File: src/rlm_pkg.sv
// shared types and codes for the record lock manager
package rlm_pkg;

  localparam int TRX_W = 4;
  localparam int KEY_W = 36;

  localparam int TRX_COUNT_DEF    = 16;
  localparam int LOCK_ENTRIES_DEF = 16;
  localparam int QUEUE_DEPTH_DEF  = 8;

  localparam logic OP_LOCK   = 1'b0;
  localparam logic OP_UNLOCK = 1'b1;

  localparam logic MODE_SHARED = 1'b0;
  localparam logic MODE_EXCL   = 1'b1;

  typedef enum logic [2:0] {
    KIND_GRANTED   = 3'd0,
    KIND_WAIT      = 3'd1,
    KIND_WOKEN     = 3'd2,
    KIND_UNLOCKED  = 3'd3,
    KIND_NOT_FOUND = 3'd4,
    KIND_FULL      = 3'd5
  } kind_t;

  typedef struct packed {
    logic             op;
    logic [TRX_W-1:0] trx_id;
    logic [3:0]       table_id;
    logic [15:0]      page;
    logic [15:0]      slot;
    logic             mode;
  } req_t;

  typedef struct packed {
    kind_t            kind;
    logic [TRX_W-1:0] who;
    logic             granted_mode;
    logic             last;
  } rsp_t;

  // one waiting request in a record's queue
  typedef struct packed {
    logic [TRX_W-1:0] trx;
    logic             mode;
  } wait_t;

endpackage

File: src/record_lock_manager.sv
// record lock manager: key scan, entry read-modify-write and wait queue walk
//
// Each request first scans the key memory, one entry a cycle, until it hits its key or
// passes the last entry, so the scan takes longer the later its key sits and a missing
// key walks every entry; key compares follow the registered key memory read port. An
// unlock that reads its wait queue passes through S_QRD and S_QCHK for each queue entry
// read, and every result waits while the output register is held. One request is handled
// at a time; results leave through a single output register. Entry valid bits are
// flip-flops cleared by reset, so no clearing pass is needed after reset.
module record_lock_manager #(
  parameter int TRX_COUNT    = rlm_pkg::TRX_COUNT_DEF,
  parameter int LOCK_ENTRIES = rlm_pkg::LOCK_ENTRIES_DEF,
  parameter int QUEUE_DEPTH  = rlm_pkg::QUEUE_DEPTH_DEF
) (
  input  logic          clk,
  input  logic          rst,
  input  logic          req_valid,
  output logic          req_ready,
  input  rlm_pkg::req_t req,
  output logic          rsp_valid,
  input  logic          rsp_ready,
  output rlm_pkg::rsp_t rsp
);
  import rlm_pkg::*;

  localparam int IDX_W  = $clog2(LOCK_ENTRIES);
  localparam int SCAN_W = $clog2(LOCK_ENTRIES + 1);
  localparam int HD_W   = $clog2(QUEUE_DEPTH);
  localparam int CNT_W  = $clog2(QUEUE_DEPTH + 1);
  localparam int SUM_W  = $clog2(2 * QUEUE_DEPTH);
  localparam int QA_W   = $clog2(LOCK_ENTRIES * QUEUE_DEPTH);

  typedef struct packed {
    logic [TRX_COUNT-1:0] holders;
    logic                 mode;
    logic [HD_W-1:0]      head;
    logic [CNT_W-1:0]     cnt;
  } ent_t;

  typedef enum logic [2:0] {
    S_IDLE, S_SCAN, S_ENT_RD, S_ENT, S_QRD, S_QCHK, S_EMIT2
  } state_t;

  typedef enum logic [1:0] {WK_SOLE_FIRST, WK_RUN, WK_PARTIAL} walk_t;

  // memories
  logic [KEY_W-1:0] key_mem [LOCK_ENTRIES];
  ent_t             ent_mem [LOCK_ENTRIES];
  wait_t            q_mem   [LOCK_ENTRIES * QUEUE_DEPTH];

  logic [LOCK_ENTRIES-1:0] valid;

  state_t            state;
  walk_t             wk;
  req_t              req_q;
  logic [SCAN_W-1:0] scan;
  logic              cmp_v;
  logic [IDX_W-1:0]  cmp_idx;
  logic              free_v;
  logic [IDX_W-1:0]  free_idx;
  logic [IDX_W-1:0]  e;
  ent_t              w;
  logic [TRX_W-1:0]  pend_who;
  rsp_t              e2;

  logic [KEY_W-1:0] key_q;
  ent_t             ent_q;
  wait_t            q_q;

  logic             key_we;
  logic [IDX_W-1:0] key_wa;
  logic [KEY_W-1:0] key_wd;
  logic             ent_we;
  logic [IDX_W-1:0] ent_wa;
  ent_t             ent_wd;
  logic             q_we;
  logic [QA_W-1:0]  q_wa;
  wait_t            q_wd;

  // combinational helpers
  logic                 out_free;
  logic [IDX_W-1:0]     scan_idx;
  logic                 scan_live;
  logic [KEY_W-1:0]     req_key;
  logic                 key_hit;
  logic                 scan_end;
  logic [TRX_COUNT-1:0] bit_m;
  logic [TRX_COUNT-1:0] rest;
  logic                 is_holder;
  logic                 sole;
  logic                 rest_single;
  logic                 q_full;
  logic [SUM_W-1:0]     pos_sum;
  logic [HD_W-1:0]      pos;
  logic [QA_W-1:0]      base;
  logic [QA_W-1:0]      q_ra;
  logic [TRX_COUNT-1:0] wbit;
  logic [HD_W-1:0]      pop_head;
  logic [CNT_W-1:0]     pop_cnt;

  assign req_ready = (state == S_IDLE);
  assign out_free  = !rsp_valid || rsp_ready;

  always_comb begin
    scan_idx    = scan[IDX_W-1:0];
    scan_live   = (scan < SCAN_W'(LOCK_ENTRIES));
    req_key     = {req_q.table_id, req_q.page, req_q.slot};
    key_hit     = cmp_v && valid[cmp_idx] && (key_q == req_key);
    scan_end    = cmp_v && (cmp_idx == IDX_W'(LOCK_ENTRIES - 1));
    bit_m       = TRX_COUNT'(1) << req_q.trx_id;
    is_holder   = |(ent_q.holders & bit_m);
    sole        = (ent_q.holders == bit_m);
    rest        = ent_q.holders & ~bit_m;
    rest_single = ((rest & (rest - TRX_COUNT'(1))) == '0);
    q_full      = (ent_q.cnt >= CNT_W'(QUEUE_DEPTH));
    pos_sum     = SUM_W'(ent_q.head) + SUM_W'(ent_q.cnt);
    if (pos_sum >= SUM_W'(QUEUE_DEPTH)) begin
      pos = HD_W'(pos_sum - SUM_W'(QUEUE_DEPTH));
    end else begin
      pos = HD_W'(pos_sum);
    end
    base     = QA_W'(e) * QA_W'(QUEUE_DEPTH);
    q_ra     = base + QA_W'(w.head);
    wbit     = TRX_COUNT'(1) << q_q.trx;
    pop_head = (w.head == HD_W'(QUEUE_DEPTH - 1)) ? '0 : w.head + HD_W'(1);
    pop_cnt  = w.cnt - CNT_W'(1);
  end

  // synchronous read ports
  always_ff @(posedge clk) begin
    key_q <= key_mem[scan_idx];
    ent_q <= ent_mem[e];
    q_q   <= q_mem[q_ra];
  end

  // write ports
  always_ff @(posedge clk) begin
    if (key_we) begin
      key_mem[key_wa] <= key_wd;
    end
    if (ent_we) begin
      ent_mem[ent_wa] <= ent_wd;
    end
    if (q_we) begin
      q_mem[q_wa] <= q_wd;
    end
  end

  always_ff @(posedge clk) begin
    if (rst) begin
      state     <= S_IDLE;
      valid     <= '0;
      rsp_valid <= 1'b0;
      key_we    <= 1'b0;
      ent_we    <= 1'b0;
      q_we      <= 1'b0;
      cmp_v     <= 1'b0;
      free_v    <= 1'b0;
    end else begin
      key_we <= 1'b0;
      ent_we <= 1'b0;
      q_we   <= 1'b0;
      if (rsp_valid && rsp_ready) begin
        rsp_valid <= 1'b0;
      end
      unique case (state)
        S_IDLE: begin
          if (req_valid) begin
            req_q  <= req;
            scan   <= '0;
            cmp_v  <= 1'b0;
            free_v <= 1'b0;
            if (int'(req.trx_id) >= TRX_COUNT) begin
              e2    <= '{kind: KIND_FULL, who: req.trx_id, granted_mode: 1'b0, last: 1'b1};
              state <= S_EMIT2;
            end else begin
              state <= S_SCAN;
            end
          end
        end
        S_SCAN: begin
          cmp_v   <= scan_live;
          cmp_idx <= scan_idx;
          if (scan_live) begin
            scan <= scan + SCAN_W'(1);
            if (!free_v && !valid[scan_idx]) begin
              free_v   <= 1'b1;
              free_idx <= scan_idx;
            end
          end
          if (key_hit) begin
            e     <= cmp_idx;
            state <= S_ENT_RD;
          end else if (scan_end) begin
            state <= S_EMIT2;
            if (req_q.op == OP_UNLOCK) begin
              e2 <= '{kind: KIND_NOT_FOUND, who: req_q.trx_id, granted_mode: 1'b0,
                      last: 1'b1};
            end else if (!free_v) begin
              e2 <= '{kind: KIND_FULL, who: req_q.trx_id, granted_mode: 1'b0, last: 1'b1};
            end else begin
              valid[free_idx] <= 1'b1;
              key_we <= 1'b1;
              key_wa <= free_idx;
              key_wd <= req_key;
              ent_we <= 1'b1;
              ent_wa <= free_idx;
              ent_wd <= '{holders: bit_m, mode: req_q.mode, head: '0, cnt: '0};
              e2 <= '{kind: KIND_GRANTED, who: req_q.trx_id, granted_mode: req_q.mode,
                      last: 1'b1};
            end
          end
        end
        S_ENT_RD: begin
          state <= S_ENT;
        end
        S_ENT: begin
          if (out_free) begin
            ent_wa <= e;
            if (req_q.op == OP_LOCK) begin
              state <= S_EMIT2;
              priority if (is_holder && (ent_q.mode >= req_q.mode)) begin
                e2 <= '{kind: KIND_GRANTED, who: req_q.trx_id, granted_mode: ent_q.mode,
                        last: 1'b1};
              end else if (is_holder && sole) begin
                ent_we <= 1'b1;
                ent_wd <= '{holders: ent_q.holders, mode: MODE_EXCL, head: ent_q.head,
                            cnt: ent_q.cnt};
                e2 <= '{kind: KIND_GRANTED, who: req_q.trx_id, granted_mode: MODE_EXCL,
                        last: 1'b1};
              end else if (!is_holder && ent_q.cnt == '0 && ent_q.holders == '0) begin
                ent_we <= 1'b1;
                ent_wd <= '{holders: bit_m, mode: req_q.mode, head: ent_q.head,
                            cnt: ent_q.cnt};
                e2 <= '{kind: KIND_GRANTED, who: req_q.trx_id, granted_mode: req_q.mode,
                        last: 1'b1};
              end else if (!is_holder && ent_q.cnt == '0 && ent_q.mode == MODE_SHARED
                           && req_q.mode == MODE_SHARED) begin
                ent_we <= 1'b1;
                ent_wd <= '{holders: ent_q.holders | bit_m, mode: MODE_SHARED,
                            head: ent_q.head, cnt: ent_q.cnt};
                e2 <= '{kind: KIND_GRANTED, who: req_q.trx_id, granted_mode: MODE_SHARED,
                        last: 1'b1};
              end else if (q_full) begin
                e2 <= '{kind: KIND_FULL, who: req_q.trx_id, granted_mode: 1'b0, last: 1'b1};
              end else begin
                q_we   <= 1'b1;
                q_wa   <= base + QA_W'(pos);
                q_wd   <= '{trx: req_q.trx_id, mode: req_q.mode};
                ent_we <= 1'b1;
                ent_wd <= '{holders: ent_q.holders, mode: ent_q.mode, head: ent_q.head,
                            cnt: ent_q.cnt + CNT_W'(1)};
                e2 <= '{kind: KIND_WAIT, who: req_q.trx_id, granted_mode: req_q.mode,
                        last: 1'b1};
              end
            end else begin
              priority if (!is_holder) begin
                e2 <= '{kind: KIND_NOT_FOUND, who: req_q.trx_id, granted_mode: 1'b0,
                        last: 1'b1};
                state <= S_EMIT2;
              end else if (sole && ent_q.cnt == '0) begin
                // last holder gone and nobody waits: free the entry
                valid[e] <= 1'b0;
                e2 <= '{kind: KIND_UNLOCKED, who: req_q.trx_id, granted_mode: 1'b0,
                        last: 1'b1};
                state <= S_EMIT2;
              end else if (sole) begin
                rsp_valid <= 1'b1;
                rsp <= '{kind: KIND_UNLOCKED, who: req_q.trx_id, granted_mode: 1'b0,
                         last: 1'b0};
                w     <= '{holders: '0, mode: ent_q.mode, head: ent_q.head, cnt: ent_q.cnt};
                wk    <= WK_SOLE_FIRST;
                state <= S_QRD;
              end else if (rest_single && ent_q.cnt != '0) begin
                // the unlocked result waits until the head is known
                w     <= '{holders: rest, mode: ent_q.mode, head: ent_q.head, cnt: ent_q.cnt};
                wk    <= WK_PARTIAL;
                state <= S_QRD;
              end else begin
                ent_we <= 1'b1;
                ent_wd <= '{holders: rest, mode: ent_q.mode, head: ent_q.head,
                            cnt: ent_q.cnt};
                e2 <= '{kind: KIND_UNLOCKED, who: req_q.trx_id, granted_mode: 1'b0,
                        last: 1'b1};
                state <= S_EMIT2;
              end
            end
          end
        end
        S_QRD: begin
          state <= S_QCHK;
        end
        S_QCHK: begin
          if (out_free) begin
            ent_wa <= e;
            unique case (wk)
              WK_SOLE_FIRST: begin
                if (q_q.mode == MODE_EXCL) begin
                  ent_we <= 1'b1;
                  ent_wd <= '{holders: wbit, mode: MODE_EXCL, head: pop_head, cnt: pop_cnt};
                  rsp_valid <= 1'b1;
                  rsp <= '{kind: KIND_WOKEN, who: q_q.trx, granted_mode: MODE_EXCL,
                           last: 1'b1};
                  state <= S_IDLE;
                end else begin
                  w <= '{holders: wbit, mode: MODE_SHARED, head: pop_head, cnt: pop_cnt};
                  pend_who <= q_q.trx;
                  wk <= WK_RUN;
                  if (pop_cnt == '0) begin
                    ent_we <= 1'b1;
                    ent_wd <= '{holders: wbit, mode: MODE_SHARED, head: pop_head,
                                cnt: pop_cnt};
                    rsp_valid <= 1'b1;
                    rsp <= '{kind: KIND_WOKEN, who: q_q.trx, granted_mode: MODE_SHARED,
                             last: 1'b1};
                    state <= S_IDLE;
                  end else begin
                    state <= S_QRD;
                  end
                end
              end
              WK_RUN: begin
                rsp_valid <= 1'b1;
                if (q_q.mode == MODE_SHARED) begin
                  rsp <= '{kind: KIND_WOKEN, who: pend_who, granted_mode: MODE_SHARED,
                           last: 1'b0};
                  w <= '{holders: w.holders | wbit, mode: MODE_SHARED, head: pop_head,
                         cnt: pop_cnt};
                  pend_who <= q_q.trx;
                  if (pop_cnt == '0) begin
                    ent_we <= 1'b1;
                    ent_wd <= '{holders: w.holders | wbit, mode: MODE_SHARED,
                                head: pop_head, cnt: pop_cnt};
                    e2 <= '{kind: KIND_WOKEN, who: q_q.trx, granted_mode: MODE_SHARED,
                            last: 1'b1};
                    state <= S_EMIT2;
                  end else begin
                    state <= S_QRD;
                  end
                end else begin
                  // exclusive request ends the shared run
                  rsp <= '{kind: KIND_WOKEN, who: pend_who, granted_mode: MODE_SHARED,
                           last: 1'b1};
                  ent_we <= 1'b1;
                  ent_wd <= w;
                  state <= S_IDLE;
                end
              end
              WK_PARTIAL: begin
                rsp_valid <= 1'b1;
                ent_we    <= 1'b1;
                if (wbit == w.holders) begin
                  // remaining holder's own upgrade waits at the head
                  ent_wd <= '{holders: w.holders, mode: w.mode | q_q.mode, head: pop_head,
                              cnt: pop_cnt};
                  rsp <= '{kind: KIND_UNLOCKED, who: req_q.trx_id, granted_mode: 1'b0,
                           last: 1'b0};
                  e2 <= '{kind: KIND_WOKEN, who: q_q.trx, granted_mode: w.mode | q_q.mode,
                          last: 1'b1};
                  state <= S_EMIT2;
                end else begin
                  ent_wd <= w;
                  rsp <= '{kind: KIND_UNLOCKED, who: req_q.trx_id, granted_mode: 1'b0,
                           last: 1'b1};
                  state <= S_IDLE;
                end
              end
              default: state <= S_IDLE;
            endcase
          end
        end
        S_EMIT2: begin
          if (out_free) begin
            rsp_valid <= 1'b1;
            rsp       <= e2;
            state     <= S_IDLE;
          end
        end
        default: state <= S_IDLE;
      endcase
    end
  end

  // a queue walk only starts with a waiter present
  a_walk_has_head: assert property (@(posedge clk) disable iff (rst)
    (state == S_QCHK) |-> (w.cnt != '0))
    else $error("queue walk on an empty queue");

  a_partial_one_holder: assert property (@(posedge clk) disable iff (rst)
    (state == S_QCHK && wk == WK_PARTIAL) |-> $onehot(w.holders))
    else $error("upgrade check with more than one holder left");

  a_one_request: assert property (@(posedge clk) disable iff (rst)
    (req_valid && req_ready) |=> !req_ready)
    else $error("second request taken while one is in flight");

  a_more_owed: assert property (@(posedge clk) disable iff (rst)
    (rsp_valid && rsp_ready && !rsp.last) |-> (state != S_IDLE))
    else $error("idle with results of the request still owed");

endmodule
File: config.mk
export PLATFORM = sky130hd
export DESIGN_NAME = record_lock_manager
export DESIGN_NICKNAME = d
export VERILOG_FILES = /design/src/rlm_pkg.sv /design/src/record_lock_manager.sv
export SDC_FILE = /design/constraint.sdc
export NUM_CORES = 2
export LEC_CHECK = 0
export BUFFER_PORTS_ARGS = -buffer_cell sky130_fd_sc_hd__buf_2
export CAP_MARGIN = 5
export CORE_MARGIN = 8
export CORE_UTILIZATION = 55
export DETAILED_ROUTE_END_ITERATION = 10
export PLACE_DENSITY = 0.68
export SYNTH_ARGS = -nofsm -noshare
export SYNTH_HDL_FRONTEND = slang
export SYNTH_SLANG_ARGS = --single-unit
export TNS_END_PERCENT = 5
File: constraint.sdc
create_clock -name clk -period 17.9 [get_ports clk]
set_clock_uncertainty 0.2 [all_clocks]
set_input_delay 1.79 -clock clk [delete_from_list [all_inputs] [get_ports clk]]
set_output_delay 1.79 -clock clk [all_outputs]
set_load 0.02 [all_outputs]
==> metrics <==
status complete, no violations; Yosys warning total 0; Hold Vio Cnt, Final 0; CTS Buf Count 185; Worst Tran Pin Value 1.245 ns; Clock Sink Count 1876; drc violations 0; Die Ht 384.3 um; I/O Buffers 56; Routed WL 172900 um; initial core utilization 55.22%; RSZ-0062 raised after global routing false; net total in the final layout 4202; Die X 384.3 um; Fillers 9325; vias in the first global route 38370; post-DP HPWL 98190 um; CP arrival 5.39 ns; CTS tree yes; initial antenna violation count 2; P_leak 26.93 nW; Setup Viol. Count Final 0; post-CTS sizing 0; crit path capture type register; Fmax achieved 195.0 MHz; Max-Cap Viols 0; number of post-CTS setup repair buffers 0; Cells after Synth 3969; area leader, netlist edfxtp_1; Final min period 5.129 ns; CP startpoint kind register; initial drt markers 4155; gpl congestion 0.8679; Post-Syn Area 0.07462 mm^2; Power Dens Cells 117.9 mW/mm^2; Die ar. 0.1477 mm^2; worst-path cell chain nor2b_1, nand2_1, ha_1, nor3_1, nand4_1, maj3_1, o31ai_1, a31o_2, a31oi_1, a2111oi_2, buf_4; CP max-delay cell a2111oi_2; Main synth FF type edfxtp_1; worst skew pair latency 0.81 ns; Final Cell Area 0.08363 mm^2; most common cell after layout, fill and taps aside edfxtp_1; CP max stage delay 1.06 ns; syn nets 4092; Async SR Flop Fraction 0%; DRT Pass-1 Iters 6; critical path type register to register; Max VDD drop 0.00008012 V; TNS Setup 0 ns; H-tree depth 4; I/O pin count 57; CTS Root Cell clkbuf_16; Yosys reg bits 1876; fraction of layout instances using a drive strength above 1 21.64%; Hold Path Class register to register; Area growth, synth to finish 12.07%; Reg clk slew, reported paths 0.06 ns; Post-CTS Hold Buffers 0; storage element area 0.05543 mm^2; core outline area 0.1351 mm^2; Synth area leaders edfxtp_1 72%, mux4_2 12%, dfxtp_1 2.4%; Avg Cell Area, Syn 18.80 um^2; pin count of the biggest net entering global routing 136; row count 135; sequential share of the synthesized area 74.29%; post-synth cell types 71; via count 38180; first-pass GRT wire length 254300 um; clock tree buffer depth 3; Post-synth EDFFs 1786; Synth top area share 71.87%; CP Data Required Time 18.16 ns; grt total ovfl 0; vias per cell 6.337; gr usage total 23.32%; multi-input logic area 0.01835 mm^2; CP Max Fanout 17; Placed Instance Area 0.07720 mm^2; max-slew violation count 0; slew margin rel. 16.79%; Tcrit/Tclk final 28.65%; Detail Route Antenna Nets 0; wire length per cell 28.69 um; most frequent cells in the layout 1786 x edfxtp_1, 383 x mux4_2, 208 x nor2_1
synthesized netlist by cell type (all sizes together) (17+ instances only):
cell       n
clkbuf   146
xnor2     41
a31oi     17
nor2     235
nor2b     32
dfxtp     90
nand2b    17
inv       68
ha        76
buf       65
edfxtp  1786
nor3      26
a21oi     84
mux2i    138
mux2      57
nand4     24
a221oi    39
nand3     41
o21ai    131
a22oi     59
nor4      26
nand2    199
o22ai     40
mux4     387
a221o     23
layout make-up:
type | instances | share of cell area, %
flip-flops and latches | 1876 | 66.28
multi-input cells | 1812 | 21.94
clock buffers | 242 | 5.995
well taps | 1781 | 2.665
clock inverters | 108 | 1.691
repair buffers | 134 | 1.110
inverters | 70 | 0.3142
diodes | 2 | 0.005984
worst paths after layout:
path / start / to / slack [ns] / cells after the start
worst min-delay path: req_key[10] / key_wd[10] / 0.26 / 0
worst max-delay path: req_q[38] / w[16] / 12.77 / 11
worst min register to register: req_key[10] / key_wd[10] / 0.26 / 0
worst max register to register: req_q[38] / w[16] / 12.77 / 11
metrics by stage:
| stage | hold WS (ns) | setup WS, ns | utilization [%] | std cells | total power, mW |
|---|---|---|---|---|---|
| floorplan | 0.2064 | 10.78 | - | 3969 | 5.622 |
| global placement | 0.2539 | 13.06 | 57.13 | 5673 | 5.898 |
| detailed placement | 0.2579 | 12.96 | 57.13 | 5673 | 5.906 |
| CTS | 0.2614 | 12.85 | 61.89 | 6023 | 9.915 |
| global route | 0.2768 | 12.62 | 61.89 | 6024 | 10.15 |
| finish | 0.2610 | 12.77 | 61.89 | 6025 | 9.861 |
worst max-delay path, delay by kind of cell (launching register included):
| kind | cells | cell delay (ns) |
|---|---|---|
| compound gates | 4 | 1.74 |
| simple gates | 4 | 1.08 |
| fa+ha+maj | 2 | 0.70 |
| flops | 1 | 0.61 |
| buf+inv | 1 | 0.44 |
power breakdown:
group	switching [mW]	internal (mW)
combinational	0.513	0.342
clock	1.65	2.38
sequential	0.0943	4.87
total	2.26	7.60
logic make-up (layout without fill, tap and decap cells):
family,count (synthesis),in the layout,share of synthesized area (%)
flip-flops,1876,1876,74.29
AND/OR/NAND/NOR,645,645,3.910
XOR/XNOR,45,45,0.5282
adder cells (fa/ha/maj),79,79,1.328
AO/OA/AOI/OAI,461,461,4.033
buffers and inverters,281,554,1.504
multiplexers,582,582,14.41
other,0,2,0
layer usage:
metal | vias up | track usage [%] | share of wire, %
li1 | 16350 | - | -
met1 | 19930 | 33.89 | 42
met2 | 1612 | 36.23 | 47
met3 | 291 | 4.467 | 7.9
met4 | 0 | 7.262 | 2.9
met5 | - | 0 | 0
state kept, by name, summed over array words and instances (netlist names), 6 cells and up:
name,cells
key_wd,36
ent_q,24
key_q,36
req_q,6
valid,16
key_mem,576
e2,8
w,24
rsp,9
ent_mem,384
q_wa,7
ent_wd,24
req_key,36
q_mem,640
(Power assumes the default switching activity.)
